File: config.mk
export PLATFORM = sky130hd
export DESIGN_NAME = csc_cell
export DESIGN_NICKNAME = d
export VERILOG_FILES = /design/src/hdl/csc_pkg.sv /design/src/hdl/csc_cell.sv
export SDC_FILE = /design/constraint.sdc
export NUM_CORES = 1
export LEC_CHECK = 0
export ABC_AREA = 0
export BUFFER_PORTS_ARGS = -buffer_cell sky130_fd_sc_hd__buf_2
export CAP_MARGIN = 20
export CORE_MARGIN = 1
export CORE_UTILIZATION = 45
export DETAILED_ROUTE_END_ITERATION = 12
export GPL_ROUTABILITY_DRIVEN = 0
export HOLD_SLACK_MARGIN = 0.05
export PLACE_DENSITY = 0.67
export SYNTH_ARGS = -nofsm -noshare
export SYNTH_HDL_FRONTEND = slang
export SYNTH_SLANG_ARGS = --single-unit
File: constraint.sdc
create_clock -name clock -period 9.1 [get_ports clock]
set_input_delay 1.82 -clock clock [delete_from_list [all_inputs] [get_ports clock]]
set_output_delay 1.82 -clock clock [all_outputs]
set_load 0.02 [all_outputs]
File: src/hdl/csc_pkg.sv
// shared types and constants of the cordic sine and cosine block
// no dependencies
package csc_pkg;

   localparam int ANGLE_WIDTH  = 20;
   localparam int RESULT_WIDTH = 18;
   localparam int WORK_BITS    = 30;
   localparam int TABLE_LEN    = 25;
   localparam int CW           = 34;

   localparam logic signed [63:0] Q_PI      = 64'sd3373259426;
   localparam logic signed [63:0] Q_HALF_PI = 64'sd1686629713;
   localparam logic signed [63:0] Q_TWO_PI  = 64'sd6746518852;
   localparam logic signed [63:0] Q_GAIN    = 64'sd652032874;

   // atan(2^-i) in q2.30
   localparam logic signed [63:0] ATAN_Q30 [TABLE_LEN] = '{
      64'sd843314857, 64'sd497837829, 64'sd263043837, 64'sd133525159,
      64'sd67021687,  64'sd33543516,  64'sd16775851,  64'sd8388437,
      64'sd4194283,   64'sd2097149,   64'sd1048576,   64'sd524288,
      64'sd262144,    64'sd131072,    64'sd65536,     64'sd32768,
      64'sd16384,     64'sd8192,      64'sd4096,      64'sd2048,
      64'sd1024,      64'sd512,       64'sd256,       64'sd128,
      64'sd64
   };

   typedef struct packed {
      logic              flip;
      logic signed [CW-1:0] x;
      logic signed [CW-1:0] y;
      logic signed [CW-1:0] z;
   } csc_stage_type;

endpackage

File: src/hdl/csc_cell.sv
// one cordic rotation step with its pipeline register
// depends on csc_pkg
module csc_cell #(
   parameter int STAGE = 0
) (
   input  logic                   clock,
   input  logic                   reset,
   input  logic                   in_valid,
   input  csc_pkg::csc_stage_type in_stage,
   output logic                   in_hold,
   output logic                   out_valid,
   output csc_pkg::csc_stage_type out_stage,
   input  logic                   out_hold
);
   import csc_pkg::*;

   localparam logic signed [CW-1:0] ATAN_C = CW'(ATAN_Q30[STAGE]);

   logic                 valid_ff;
   csc_stage_type        stage_ff;
   csc_stage_type        stage_in;
   logic signed [CW-1:0] dx;
   logic signed [CW-1:0] dy;
   logic                 busy;

   assign busy = valid_ff && out_hold;

   always_comb begin
      dx            = in_stage.y >>> STAGE;
      dy            = in_stage.x >>> STAGE;
      stage_in.flip = in_stage.flip;
      if (in_stage.z > 0) begin
         stage_in.x = in_stage.x - dx;
         stage_in.y = in_stage.y + dy;
         stage_in.z = in_stage.z - ATAN_C;
      end else begin
         stage_in.x = in_stage.x + dx;
         stage_in.y = in_stage.y - dy;
         stage_in.z = in_stage.z + ATAN_C;
      end
   end

   always_ff @(posedge clock) begin
      if (reset) begin
         valid_ff <= 1'b0;
      end else if (!busy) begin
         valid_ff <= in_valid;
      end
   end

   always_ff @(posedge clock) begin
      if (!busy) begin
         stage_ff <= stage_in;
      end
   end

   assign in_hold   = busy;
   assign out_valid = valid_ff;
   assign out_stage = stage_ff;

endmodule

==> run summary <==
run status -> finished clean
commonest non-fill, non-tap cell in the layout -> buf_2
TNS Setup -> 0 ns
Post-Synthesis Cells -> 1280
initial antenna violation count -> 0
Min Hold Slack -> 0.858 ns
LEAKAGE -> 0.00571 uW
Layout Nets -> 1694
crit path time final -> 6.64 ns
power per standard cell area -> 157 nW/um2
total track usage -> 25.7%
commonest cells after routing, fill and taps aside -> 211 x buf_2, 136 x a21oi_1, 130 x ha_1, 121 x inv_1, 108 x nor2_1
root buffer selected by CTS -> clkbuf_16
Yosys warning count -> 0
core area -> 23600 um2
Clock power frac -> 21.7%
post-synth top area share -> 28.0%
clock skew -> 0.00863 ns
H-tree levels -> 3
Rel. slew slack -> 33.3%
Crit Path Category -> input pin to flop
Crit-path slowest cell -> or2_2
Layout area overhead -> 13.7%
number of max-cap violations -> 0
Post-synth top flop -> edfxtp_1
area leader, netlist -> edfxtp_1
Final setup viols -> 0
first-pass GRT wire length -> 49600 um
element type at the critical path end -> flop
internal power -> 1190 uW
first-pass iteration count of the detailed router -> 6
Overflow after GRT -> 0
die area -> 24900 um2
Final HPWL DP -> 25700 um
final WL -> 32500 um
RSZ-0062 raised after global routing -> no
top cells by area, synth -> edfxtp_1 28%, ha_1 15%, a21oi_1 6.2%
DRC -> 0
Skew-Pair Late Insertion Delay -> 0.36 ns
CTS tree -> yes
clock slew at reported path FFs -> 0.07 ns
Peak Freq -> 151 MHz
syn_nets -> 1521
design area -> 12400 um2
Worst EP required -> 9.21 ns
Yosys cell types -> 88
antenna viol nets, final -> 0
Mapped Area -> 10900 um2
I/O pin count -> 212
Comb power frac -> 43.8%
I/O Buffers -> 211
largest net degree at the start of global routing -> 79
Max Slew Vio Count -> 0
average size of a mapped cell -> 8.54 um2
mean number of vias per cell -> 5.88
WL/cell -> 18.3 um
cts hold-fix bufs -> 0
worst-path cell chain -> buf_2, nor4_1, nand2_1, nor3_1, or2_2, inv_2, buf_4, ha_1, a21o_1, nand4_1, a2111o_1, a311oi_1, and4b_1, nor2_2, a211oi_1, o221ai_1, o21ai_1
share of layout cells above drive strength 1 -> 17.8%
die height -> 158 um
actual slew at the worst max-slew pin -> 1.00 ns
Initial Util -> 46.3%
Flop pwr share -> 34.6%
Net Sw Power -> 761 uW
# resized after CTS -> 0
post-synthesis async set-or-reset flop share -> 0%
FP Rows -> 56
worst hold path class -> flop to flop
setup bufs post-CTS -> 0
CP Max Fanout -> 56
synthesized flop and latch total -> 103
Cell Area, Placed -> 12100 um2
CTS Buffer Depth -> 2
Arrival @ worst endpoint -> 6.74 ns
crit path launch type -> input pin
sequential share of the synthesized area -> 28.2%
Post-synth EDFFs -> 102
DRT iter0 DRCs -> 1076
VDD IR max -> 0.0883 mV
Critical Path Max Stage Delay -> 0.73 ns
Die Span X -> 158 um
R2R setup slack -> 7.18 ns
# diodes -> 0
Num Clock Sinks -> 103
vias in the first global route -> 9516
switching power share of the total -> 39.0%
vias after detailed routing -> 10455
fin crit share -> 72.9%
CTS Buf Count -> 9
Hold Fails Final Rpt -> 0
per-layer routing:
metal | vias up | wire length (um) | GRT usage (%)
li1 | 4985 | - | -
met1 | 4881 | 13900 | 34.4
met2 | 539 | 14800 | 41.6
met3 | 50 | 2870 | 4.19
met4 | 0 | 859 | 9.06
met5 | - | 0 | 0
critical path: cells and delay by family:
kind / cells / cell delay (ns)
AOI/OAI and AO/OA: 6 / 1.37
adders and majority gates: 1 / 0.37
buffers and inverters: 3 / 1.02
and+or+nand+nor: 7 / 2.11
path summary, 6_finish.rpt:
check,endpoint,cells after the start,from
setup / recovery,out_stage[33]$_DFFE_PN_,17,in_stage[19]
hold / removal,out_stage[64]$_DFFE_PN_,1,out_valid$_SDFFE_PP0N_
setup reg to reg,out_stage[68]$_DFFE_PN_,2,out_valid$_SDFFE_PP0N_
hold reg to reg,out_stage[64]$_DFFE_PN_,1,out_valid$_SDFFE_PP0N_
flip-flops by register name, indices dropped and copies added (netlist names):
signal	flops
out_stage	102
out_valid	1
cells by family after synthesis:
group,share of synthesized area (%)
AO/OA/AOI/OAI,25.6
buffers and inverters,6.95
flip-flops,28.2
AND/OR/NAND/NOR,15.5
adder cells (fa/ha/maj),15.6
XOR/XNOR,6.89
multiplexers,1.29
stage by stage:
step | utilization [%] | cells | setup slack, ns | power [uW]
after detailed placement | 51.3 | 1761 | 2.18 | 1530
final | 52.6 | 1777 | 2.46 | 1950
after CTS | 52.6 | 1777 | 2.55 | 1960
after global placement | 51.3 | 1761 | 2.22 | 1520
after floorplan | - | 1280 | 2.72 | 1260
after global routing | 52.6 | 1777 | 2.13 | 2050
cell type report:
class / count / area (um2)
timing repair buffer: 214 / 1080
inverter: 123 / 462
sequential: 103 / 3080
multi-input combinational: 1002 / 7090
fill: 2283 / 11200
tap: 319 / 399
clock inverter: 6 / 83.8
clock buffer: 10 / 229
synthesized netlist by cell type (4+ instances only):
| cell type | instances |
|---|---|
| a211o_1 | 7 |
| a211oi_1 | 25 |
| a21boi_0 | 4 |
| a21o_1 | 42 |
| a21oi_1 | 136 |
| a311oi_1 | 4 |
| a31oi_1 | 14 |
| and2_1 | 9 |
| and3_1 | 11 |
| and4_1 | 5 |
| buf_1 | 7 |
| buf_2 | 14 |
| clkbuf_1 | 21 |
| clkbuf_8 | 7 |
| edfxtp_1 | 102 |
| fa_1 | 4 |
| ha_1 | 130 |
| inv_1 | 121 |
| mux2i_1 | 13 |
| nand2_1 | 62 |
| nand2b_1 | 13 |
| nand3_1 | 24 |
| nand3b_1 | 5 |
| nand4_1 | 15 |
| nor2_1 | 108 |
| nor2b_1 | 15 |
| nor3_1 | 21 |
| nor4_1 | 17 |
| o211ai_1 | 8 |
| o21a_1 | 14 |
| o21ai_0 | 81 |
| o21ai_1 | 4 |
| o21bai_1 | 29 |
| o311a_1 | 4 |
| o31a_1 | 5 |
| o31ai_1 | 9 |
| or2_2 | 7 |
| or3_1 | 10 |
| xnor2_1 | 70 |
| xor2_1 | 16 |
power groups by stage:
stage | Sequential, uW | Clock, uW | Combinational [uW]
final | 674 | 423 | 854
after global routing | 685 | 449 | 920
after CTS | 676 | 435 | 845
after detailed placement | 686 | 0 | 841
after global placement | 685 | 0 | 835
after floorplan | 822 | 0 | 441
(Power assumes the default switching activity.)
